$ cat config.mk
export PLATFORM = sky130hd
export DESIGN_NAME = ieee_round_and_pack
export DESIGN_NICKNAME = d
export VERILOG_FILES = /design/src/rtl/core/irp_pkg.sv /design/src/rtl/core/irp_align.sv /design/src/rtl/core/ieee_round_and_pack.sv
export SDC_FILE = /design/constraint.sdc
export NUM_CORES = 2
export LEC_CHECK = 0
export BUFFER_PORTS_ARGS = -buffer_cell sky130_fd_sc_hd__buf_2
export CAP_MARGIN = 15
export CORE_MARGIN = 4
export CORE_UTILIZATION = 30
export DETAILED_ROUTE_END_ITERATION = 8
export GPL_TIMING_DRIVEN = 0
export PLACE_DENSITY = 0.45
export SLEW_MARGIN = 10
export SYNTH_ARGS = -nofsm -noshare
export SYNTH_HDL_FRONTEND = slang
export SYNTH_SLANG_ARGS = --single-unit
$ cat constraint.sdc
create_clock -name clk -period 24.7 [get_ports clk]
set_input_delay 1.235 -clock clk [delete_from_list [all_inputs] [get_ports clk]]
set_output_delay 1.235 -clock clk [all_outputs]
set_load 0.01 [all_outputs]
$ cat src/rtl/core/irp_pkg.sv
`timescale 1ns / 1ps
`default_nettype none
package irp_pkg;

  localparam int SIG_W  = 113;
  localparam int EXC_W  = 5;
  localparam int ESUM_W = 19;

  localparam logic [2:0] FUNC_INT32  = 3'd0;
  localparam logic [2:0] FUNC_INT64  = 3'd1;
  localparam logic [2:0] FUNC_SINGLE = 3'd2;
  localparam logic [2:0] FUNC_DOUBLE = 3'd3;
  localparam logic [2:0] FUNC_QUAD   = 3'd4;

  localparam logic [2:0] CLS_ZERO   = 3'd0;
  localparam logic [2:0] CLS_NORMAL = 3'd1;
  localparam logic [2:0] CLS_INF    = 3'd2;
  localparam logic [2:0] CLS_QNAN   = 3'd3;
  localparam logic [2:0] CLS_SNAN   = 3'd4;

  localparam logic [1:0] RM_RNE = 2'd0;
  localparam logic [1:0] RM_RTZ = 2'd1;
  localparam logic [1:0] RM_RUP = 2'd2;
  localparam logic [1:0] RM_RDN = 2'd3;

  localparam int EXC_INX = 0;
  localparam int EXC_UNF = 2;
  localparam int EXC_OVF = 3;
  localparam int EXC_INV = 4;

  typedef struct packed {
    logic [SIG_W-1:0]         sig;
    logic                     rnd;
    logic                     stk;
    logic signed [ESUM_W-1:0] bexp;
    logic                     int_big;
    logic                     tiny;
  } irp_align_t;

endpackage
`default_nettype wire

$ cat src/rtl/core/irp_align.sv
`timescale 1ns / 1ps
`default_nettype none
module irp_align import irp_pkg::*; (
  input  logic [2:0]        func,
  input  logic [2:0]        cls,
  input  logic signed [15:0] exponent,
  input  logic [SIG_W-1:0]  sig,
  input  logic              rnd,
  input  logic              stk,
  output irp_align_t        aligned
);

  logic signed [ESUM_W-1:0] ex_w;
  logic signed [ESUM_W-1:0] bexp;
  logic signed [ESUM_W-1:0] bias;
  logic signed [ESUM_W-1:0] fb;
  logic signed [ESUM_W-1:0] n_raw;
  logic                     is_flt;
  logic                     tiny;
  logic                     int_big;
  logic [6:0]               n;
  logic [6:0]               nm1;
  logic [127:0]             ext;
  logic [127:0]             shifted;
  logic [127:0]             mask;

  always_comb begin
    ex_w    = ESUM_W'(exponent);
    bias    = '0;
    fb      = '0;
    is_flt  = 1'b0;
    int_big = 1'b0;
    n_raw   = '0;
    case (func)
      FUNC_INT32: begin
        n_raw   = 19'sd112 - ex_w;
        int_big = ex_w >= 19'sd32;
      end
      FUNC_INT64: begin
        n_raw   = 19'sd112 - ex_w;
        int_big = ex_w >= 19'sd64;
      end
      FUNC_SINGLE: begin
        is_flt = 1'b1;
        bias   = 19'sd127;
        fb     = 19'sd23;
      end
      FUNC_DOUBLE: begin
        is_flt = 1'b1;
        bias   = 19'sd1023;
        fb     = 19'sd52;
      end
      FUNC_QUAD: begin
        is_flt = 1'b1;
        bias   = 19'sd16383;
        fb     = 19'sd112;
      end
      default: begin
      end
    endcase
    bexp = ex_w + bias;
    tiny = is_flt && (bexp <= 19'sd0);
    if (is_flt) begin
      if (cls == CLS_NORMAL) begin
        // a tiny value folds the denormal shift into the format shift
        n_raw = tiny ? (19'sd113 - fb - bexp) : (19'sd112 - fb);
      end else if (cls == CLS_QNAN || cls == CLS_SNAN) begin
        n_raw = 19'sd112 - fb;
      end else begin
        n_raw = '0;
      end
    end
    if (n_raw < 19'sd0) begin
      n = '0;
    end else if (n_raw > 19'sd127) begin
      n = 7'd127;
    end else begin
      n = n_raw[6:0];
    end
    ext     = {15'b0, sig};
    shifted = ext >> n;
    nm1     = n - 7'd1;
    mask    = (128'd1 << nm1) - 128'd1;
    aligned.sig     = shifted[SIG_W-1:0];
    aligned.bexp    = bexp;
    aligned.tiny    = tiny;
    aligned.int_big = int_big;
    if (n == 7'd0) begin
      aligned.rnd = rnd;
      aligned.stk = stk;
    end else begin
      aligned.rnd = ext[nm1];
      aligned.stk = stk | rnd | (|(ext & mask));
    end
  end

endmodule
`default_nettype wire

$ cat src/rtl/core/ieee_round_and_pack.sv
`timescale 1ns / 1ps
`default_nettype none
// IEEE round and pack.
// Input channel: an item (target format, class, sign, exponent, 113-bit
// significand, round/sticky bits, prior flags) is taken at a rising edge
// with start high and busy low. busy is always low: one item per cycle.
// Result channel: packed bits, flags and write enable pass the input and
// aligned registers and are loaded into the result registers. They stay on
// the result ports for one cycle with done high, and are taken then.
// Pipeline: input register, alignment shift register, round/pack register.
// The 128-bit barrel shift and the 114-bit round increment each own a stage.
// Throughput is one item per cycle; the receiver cannot stall, so nothing
// holds back the pipe.
// Config: cfg_write with cfg_index 0 sets rounding_mode, 1 sets
// trap_enable, from cfg_data; write only while no item is in flight.
// Reset (rst, synchronous) clears both registers and all valid bits.
module ieee_round_and_pack import irp_pkg::*; (
  input  logic              clk,
  input  logic              rst,
  input  logic              start,
  output logic              busy,
  input  logic              cfg_write,
  input  logic              cfg_index,
  input  logic [4:0]        cfg_data,
  input  logic [2:0]        func,
  input  logic [2:0]        value_class,
  input  logic              sign,
  input  logic signed [15:0] exponent,
  input  logic [48:0]       significand_high,
  input  logic [63:0]       significand_low,
  input  logic              round_bit,
  input  logic              sticky_bit,
  input  logic [4:0]        prior_exceptions,
  output logic              done,
  output logic [63:0]       result_high,
  output logic [63:0]       result_low,
  output logic [4:0]        exceptions,
  output logic              write_enable
);

  localparam logic REG_RM = 1'b0;
  localparam logic REG_TE = 1'b1;

  logic [1:0]        rounding_mode;
  logic [4:0]        trap_enable;

  // input register
  logic              s0_valid;
  logic [2:0]        s0_func;
  logic [2:0]        s0_cls;
  logic              s0_sign;
  logic signed [15:0] s0_exp;
  logic [SIG_W-1:0]  s0_sig;
  logic              s0_rnd;
  logic              s0_stk;
  logic [4:0]        s0_exc;

  // aligned register
  logic              s1_valid;
  logic [2:0]        s1_func;
  logic [2:0]        s1_cls;
  logic              s1_sign;
  logic [4:0]        s1_exc;
  irp_align_t        s1_al;
  irp_align_t        al_next;

  // round and pack
  logic              inexact;
  logic              inc;
  logic [SIG_W:0]    sum;
  logic [4:0]        exc_r;
  logic [SIG_W:0]    lim;
  logic [63:0]       ival;
  logic [SIG_W:0]    pow_fb;
  logic [SIG_W:0]    pow_fb1;
  logic [111:0]      frac_mask;
  logic signed [ESUM_W-1:0] emax;
  logic signed [ESUM_W-1:0] e1;
  logic [14:0]       e_out;
  logic [111:0]      frac;
  logic              to_inf;
  logic [63:0]       rh_next;
  logic [63:0]       rl_next;
  logic [4:0]        exc_next;

  assign busy = 1'b0;

  always_ff @(posedge clk) begin
    if (rst) begin
      rounding_mode <= RM_RNE;
      trap_enable   <= '0;
    end else if (cfg_write) begin
      if (cfg_index == REG_RM) begin
        rounding_mode <= cfg_data[1:0];
      end else if (cfg_index == REG_TE) begin
        trap_enable <= cfg_data;
      end
    end
  end

  always_ff @(posedge clk) begin
    if (rst) begin
      s0_valid <= 1'b0;
      s1_valid <= 1'b0;
      done     <= 1'b0;
    end else begin
      s0_valid <= start && !busy;
      s1_valid <= s0_valid;
      done     <= s1_valid;
    end
  end

  always_ff @(posedge clk) begin
    s0_func <= func;
    // undefined class codes behave as zero
    s0_cls  <= (value_class > CLS_SNAN) ? CLS_ZERO : value_class;
    s0_sign <= sign;
    s0_exp  <= exponent;
    s0_sig  <= {significand_high, significand_low};
    s0_rnd  <= round_bit;
    s0_stk  <= sticky_bit;
    s0_exc  <= prior_exceptions;
    s1_func <= s0_func;
    s1_cls  <= s0_cls;
    s1_sign <= s0_sign;
    s1_exc  <= s0_exc;
    s1_al   <= al_next;
    result_high  <= rh_next;
    result_low   <= rl_next;
    exceptions   <= exc_next;
    write_enable <= (exc_next & trap_enable) == 5'd0;
  end

  irp_align u_align (
    .func     (s0_func),
    .cls      (s0_cls),
    .exponent (s0_exp),
    .sig      (s0_sig),
    .rnd      (s0_rnd),
    .stk      (s0_stk),
    .aligned  (al_next)
  );

  always_comb begin
    inexact = s1_al.rnd | s1_al.stk;
    case (rounding_mode)
      RM_RNE:  inc = s1_al.rnd;
      RM_RTZ:  inc = 1'b0;
      RM_RUP:  inc = ~s1_sign;
      default: inc = s1_sign;
    endcase
    inc = inc & inexact;
    case (rounding_mode)
      RM_RNE:  to_inf = 1'b1;
      RM_RTZ:  to_inf = 1'b0;
      RM_RUP:  to_inf = ~s1_sign;
      default: to_inf = s1_sign;
    endcase
    sum = {1'b0, s1_al.sig} + {{SIG_W{1'b0}}, inc};
    // ties to even: an exact half drops the low bit
    if (rounding_mode == RM_RNE && inc && !s1_al.stk) begin
      sum[0] = 1'b0;
    end
    exc_r = s1_exc;
    exc_r[EXC_INX] = s1_exc[EXC_INX] | inexact;

    lim = (s1_func == FUNC_INT32) ? (114'd1 << 31) : (114'd1 << 63);
    ival = s1_sign ? (64'd0 - sum[63:0]) : sum[63:0];

    pow_fb    = '0;
    frac_mask = '0;
    emax      = '0;
    case (s1_func)
      FUNC_SINGLE: begin
        pow_fb = 114'd1 << 23;
        emax   = 19'sd255;
      end
      FUNC_DOUBLE: begin
        pow_fb = 114'd1 << 52;
        emax   = 19'sd2047;
      end
      default: begin
        pow_fb = 114'd1 << 112;
        emax   = 19'sd32767;
      end
    endcase
    pow_fb1   = pow_fb << 1;
    frac_mask = pow_fb[111:0] - 112'd1;

    e1       = s1_al.bexp + ((sum == pow_fb1) ? 19'sd1 : 19'sd0);
    e_out    = '0;
    frac     = '0;
    rh_next  = '0;
    rl_next  = '0;
    exc_next = s1_exc;

    case (s1_func)
      FUNC_INT32, FUNC_INT64: begin
        if (s1_cls == CLS_ZERO) begin
          rh_next = '0;
        end else if (s1_cls == CLS_NORMAL && !s1_al.int_big &&
                     !(sum > lim || (sum == lim && !s1_sign))) begin
          rh_next  = (s1_func == FUNC_INT32) ? {32'b0, ival[31:0]} : ival;
          exc_next = exc_r;
        end else begin
          // saturate and flag invalid; inexact never stands beside invalid
          rh_next = s1_sign ? lim[63:0] : (lim[63:0] - 64'd1);
          exc_next[EXC_INX] = 1'b0;
          exc_next[EXC_INV] = 1'b1;
        end
      end
      FUNC_SINGLE, FUNC_DOUBLE, FUNC_QUAD: begin
        if (s1_cls == CLS_INF) begin
          e_out = emax[14:0];
        end else if (s1_cls == CLS_QNAN || s1_cls == CLS_SNAN) begin
          // quiet bit forced, top payload kept
          e_out = emax[14:0];
          frac  = (s1_al.sig[111:0] & (frac_mask >> 1)) | pow_fb[112:1];
        end else if (s1_cls == CLS_NORMAL && s1_al.tiny) begin
          exc_next = exc_r;
          if (sum == pow_fb) begin
            e_out = 15'd1;
            exc_next[EXC_INX] = 1'b1;
          end else begin
            frac = sum[111:0] & frac_mask;
          end
          if (exc_next[EXC_INX]) begin
            exc_next[EXC_UNF] = 1'b1;
          end
          if (trap_enable[EXC_UNF]) begin
            exc_next[EXC_UNF] = 1'b1;
            exc_next[EXC_INX] = 1'b0;
          end
        end else if (s1_cls == CLS_NORMAL) begin
          exc_next = exc_r;
          if (e1 >= emax) begin
            exc_next[EXC_OVF] = 1'b1;
            exc_next[EXC_INX] = ~trap_enable[EXC_OVF];
            if (to_inf) begin
              e_out = emax[14:0];
            end else begin
              e_out = emax[14:0] - 15'd1;
              frac  = frac_mask;
            end
          end else begin
            e_out = e1[14:0];
            frac  = sum[111:0] & frac_mask;
          end
        end
        case (s1_func)
          FUNC_SINGLE: rh_next = {32'b0, s1_sign, e_out[7:0], frac[22:0]};
          FUNC_DOUBLE: rh_next = {s1_sign, e_out[10:0], frac[51:0]};
          default: begin
            rh_next = {s1_sign, e_out, frac[111:64]};
            rl_next = frac[63:0];
          end
        endcase
      end
      default: begin
      end
    endcase
  end

endmodule
`default_nettype wire

### After elaboration in Yosys (flattened, before gate mapping)

Cells that the tools add are included.

| cells by class | value |
|---|---|
| mux-type cells | 60 |
| bitwise operators | 14 |
| reduce and logical (&&, ||, !) cells | 29 |
| eq/ne operators | 20 |
| shift operators | 2 |
| order comparisons | 9 |
| div/mod/pow operators | 0 |
| add/sub/neg operators | 13 |
| multipliers | 0 |

Operators by type and width:

| cell | count |
|---|---|
| $mux 112 | 7 |
| $mux 64 | 6 |
| $pmux 64 s2 | 2 |
| $eq 114x114->1 | 2 |
| $pmux 113 s2 | 1 |
| $and 113x128->128 | 1 |
| $reduce_or 128->1 | 1 |
| $shl 1x7->128 const A | 1 |
| $sub 128x1->128 const B | 1 |
| $add 113x1->114 | 1 |
| $eq 114x64->1 | 1 |
| $gt 114x64->1 | 1 |
| $shr 113x7->113 | 1 |
| $and 112x111->112 | 1 |
| $and 112x112->112 | 1 |
| $or 112x112->112 | 1 |
| $sub 112x1->112 const B | 1 |
| $mux 19 | 5 |
| $mux 15 | 6 |
| $sub 1x64->64 const A | 1 |
| $sub 64x1->64 const B | 1 |
| $pmux 14 s3 | 1 |
| $pmux 15 s2 | 1 |
| $eq 3x2->1 const B | 7 |
| 44 further kinds | 95 |

| word-level totals | value |
|---|---|
| word-level logic and storage cells | 175 |
| output and inout bits | 136 |
| bits in latches | 0 |
| memories | 0 |
| memory bits (read-only) | 0 |
| memory bits (writable) | 0 |
| input port bits | 153 |
| register bits | 435 |

### Logic depth before layout (Yosys ltp)

| logic depth | value |
|---|---|
| depth in word-level cells | 20 |
| depth in mapped cells | 48 |
| gate-level depth less buffers | 42 |

### Hierarchy

Synthesis repeated with hierarchy kept, for this count alone.

| unflattened totals | value |
|---|---|
| cells, all modules | 4976 |
| area total of the unflattened synthesis | 37109.3 sq um |

By module, submodules not included:

| module | sequential area each (sq um) | area an instance (sq um) | instances | cells each |
|---|---|---|---|---|
| ieee_round_and_pack | 8708.4 | 20805.0 | 1 | 2451 |
| irp_align | 0.0 | 16304.4 | 1 | 2525 |

### Worst setup path before layout

No wires, ideal clock.

| path | value |
|---|---|
| path type | register to register |
| from | reg s0_func[2] |
| to | reg s1_al[21] (netlist name) |
| data required time | 24.569 ns |
| path slack | 14.429 ns |
| stages on the path, launching flop included | 46 |
| path buffers | 6 |
| arrival time | 10.140 ns |
| period minus slack after synthesis | 10.271 ns |
| library setup time | 0.131 ns |
| cell sequence | dfxtp_1 nand2b_1 nand2_1 ha_1 inv_1 fa_1 nor2b_1 o21ai_1 a21oi_1 o21a_1 o21ai_0 nand2b_1 xnor2_1 ha_1 a211o_1 a21oi_1 o221ai_1 nor4b_1 [10 not listed] ha_1 ha_1 nor2b_1 clkbuf_1 nor2_1 nand2_1 nor2_1 nand2_1 nor3_1 a211o_1 o211ai_2 o31ai_4 nand2_1 xnor2_1 o21ai_0 or4_1 nor4_1 a31oi_1 |

RTL lines:

| item | line | RTL |
|---|---|---|
| from (decl) | ieee_round_and_pack.sv:49 | `logic [2:0] s0_func;` |
| from (signal assigned) | ieee_round_and_pack.sv:114 | `s0_func <= func;` |
| to (signal assigned) | ieee_round_and_pack.sv:127 | `s1_al <= al_next;` |
| to (decl) | ieee_round_and_pack.sv:64 | `irp_align_t s1_al;` |

==> results.sh <==
export IMPL_power_frac_seq=0.266
export IMPL_vias=40017
export IMPL_grt_overflow=0
export IMPL_cts_hold_buf=0
export IMPL_antenna_found_initial=12
export IMPL_setup_ws_ps=7840
export IMPL_die_area_sq_um=120000
export IMPL_min_period_over_period=0.683
export IMPL_leakage_uw=0.0161
export IMPL_synth_area_leaders="dfxtp_1 (25%), mux2i_1 (11%), nand2_1 (7.7%), nor2_1 (5.0%), o21ai_0 (4.9%)"
export IMPL_avgRoutedWirePerCell_um=33.0
export IMPL_relSlewSlack=0.0967
export IMPL_nFillCells=12557
export IMPL_layout_common_cells="nand2_1 (707), nor2_1 (460), dfxtp_1 (433), mux2i_1 (380), o21ai_0 (340)"
export IMPL_final_cells=6623
export IMPL_post_cts_buffers=0
export IMPL_switching_share=0.492
export IMPL_place_ws_ps=8600
export IMPL_worstPathRequired_ps=25170
export IMPL_grt_max_degree=14
export IMPL_cpPeakStageDelay_ps=1060
export IMPL_gp_congestion=1.04
export IMPL_final_common_cell="nand2_1"
export IMPL_layout_nets=5278
export IMPL_rows=124
export IMPL_crit_arrival_ps=17320
export IMPL_synth_top_area_share=0.251
export IMPL_fp_coreArea_sq_um=114000
export IMPL_switchingPower_uw=1760
export IMPL_synthCells=4703
export IMPL_p_per_area_nw_per_um2=89.8
export IMPL_ant_nets=0
export IMPL_clk_pin_slew_ps=60
export IMPL_pin_count=289
export IMPL_ys_seq_area_frac=0.251
export IMPL_comb_power_share=0.498
export IMPL_min_path_type="flop to flop"
export IMPL_synth_largest_area_cell="dfxtp_1"
export IMPL_cts_sink_count=433
export IMPL_grt_usage=0.345
export IMPL_cts_repair_resized=0
export IMPL_status="completed"
export IMPL_synthFlopType="dfxtp_1"
export IMPL_hpwlAfterDp_um=182000
export IMPL_setup_viol=0
export IMPL_finalWirelength_um=219000
export IMPL_numCtsBuffers=51
export IMPL_hold_violations=0
export IMPL_vdd_ir_drop_max_mv=0.0656
export IMPL_fin_setup_tns_ps=0
export IMPL_ys_ff_latch=433
export IMPL_first_pass_iters=6
export IMPL_dp_cells=6519
export IMPL_cts_buffer_depth=3
export IMPL_worstMarginPinSlew_ps=1340
export IMPL_drtIter0Drc=4819
export IMPL_die_y_um=347
export IMPL_clk_latency_ps=660
export IMPL_fmax_mhz=59.3
export IMPL_fin_skew_ps=39.3
export IMPL_async_flop_share=0
export IMPL_area_growth_pct=15.6
export IMPL_path_class="flop to flop"
export IMPL_multiInputGateArea_sq_um=24300
export IMPL_clkPwrFrac=0.236
export IMPL_fin_crit_ps=16860
export IMPL_crit_fanout=13
export IMPL_drive_gt1_frac=0.113
export IMPL_synthesis_area_sq_um=34500
export IMPL_rsz0062_at_grt="no"
export IMPL_cts_tree="yes"
export IMPL_ys_types=121
export IMPL_root_buffer="clkbuf_16"
export IMPL_p_int_uw=1820
export IMPL_die_w_um=347
export IMPL_synth_edf_count=0
export IMPL_regArea_sq_um=8670
export IMPL_maxCapViolCount=0
export IMPL_syn_area_per_cell_sq_um=7.34
export IMPL_worstSetupStartpointType="flop"
export IMPL_yosysWarnings=0
export IMPL_start_util=0.302
export IMPL_drt_vias_per_instance=6.04
export IMPL_slew_viol_final=0
export IMPL_first_global_vias=37821
export IMPL_end_kind="flop"
export IMPL_grt_pass1_wl_um=301000
export IMPL_slowest_stage="nor2_1"
export IMPL_remaining_drc_errors=0
export IMPL_io_buffers=285
export IMPL_htreeDepth=2
==> cells by family after synthesis <==
group | synth area share
buffers and inverters | 0.0479
AND/OR/NAND/NOR | 0.254
XOR/XNOR | 0.0500
flip-flops | 0.251
multiplexers | 0.123
AO/OA/AOI/OAI | 0.250
adder cells (fa/ha/maj) | 0.0233
other | 0.000109
==> Yosys cell counts, drive strengths merged, types with 37 or more instances <==
cell / number
xor2: 87
buf: 92
a211oi: 45
or3: 45
a22oi: 60
inv: 85
nand4: 69
clkbuf: 233
nor2: 464
nor4: 41
ha: 61
dfxtp: 433
and3: 59
mux2i: 380
nand2: 710
nor3: 141
o221ai: 42
nand2b: 37
o22ai: 66
xnor2: 109
a21oi: 342
a31oi: 39
nand3: 161
o21ai: 380
o211ai: 65
==> final timing paths <==
| check | depth (start not counted) | startpoint | slack [ps] | to |
|---|---|---|---|---|
| hold / removal | 0 | s0_exc[1]$_DFF_P_ | 330 | s1_exc[1]$_DFF_P_ |
| hold reg to reg | 0 | s0_exc[1]$_DFF_P_ | 330 | s1_exc[1]$_DFF_P_ |
| setup / recovery | 44 | s0_func[1]$_DFF_P_ | 7840 | s1_al[21]$_DFF_P_ |
| setup reg to reg | 44 | s0_func[1]$_DFF_P_ | 7840 | s1_al[21]$_DFF_P_ |
==> state kept, by name (all words and copies together), names as in the netlist, 2 cells and up <==
name	cells
exceptions	5
result_high	64
result_low	64
rounding_mode	2
s0_cls	3
s0_exc	5
s0_exp	16
s0_func	3
s0_sig	113
s1_al	134
s1_cls	3
s1_exc	5
s1_func	3
trap_enable	5
==> routing by layer <==
| metal | up-vias | part of all wire | GRT usage |
|---|---|---|---|
| li1 | 17873 | - | - |
| met4 | 8 | 0.062 | 0.174 |
| met2 | 2227 | 0.44 | 0.548 |
| met5 | - | 0.00018 | 0 |
| met3 | 531 | 0.077 | 0.0527 |
| met1 | 19378 | 0.43 | 0.455 |
==> final cells by class <==
class | count | share of cell area
buffer | 325 | 0.0333
antenna | 6 | 0.000376
inverter | 86 | 0.00809
timing repair buffer | 296 | 0.0377
tap | 1512 | 0.0474
sequential | 433 | 0.217
multi-input combinational | 3869 | 0.608
clock buffer | 70 | 0.0371
clock inverter | 26 | 0.0103
==> critical path: cells and delay by family, from the launching register on <==
kind | cells | cell delay (ps)
buffers and inverters | 7 | 3130
AOI/OAI and AO/OA | 15 | 4940
xor gates and xnor gates | 1 | 190
and+or+nand+nor | 16 | 5870
DFF | 1 | 470
adders and majority gates | 5 | 2010
==> power groups by stage <==
stage               Sequential, uW  Combinational (uW)  Clock, uW
floorplan                      875                1030          0
global placement               956                1720          0
detailed placement             957                1710          0
CTS                            941                1710        864
global route                   955                1850        888
finish                         952                1790        845
==> through the flow <==
step / util / instance area, sq um / total power, uW / hold slack, ps
final: 0.349 / 39900 / 3580 / 327
after global routing: 0.349 / 39900 / 3690 / 334
after CTS: 0.349 / 39900 / 3520 / 329
after detailed placement: 0.333 / 38000 / 2660 / 313
after global placement: 0.332 / 37900 / 2680 / 311
after floorplan: - / 34500 / 1900 / 310
Power figures use the tool's default switching activity.
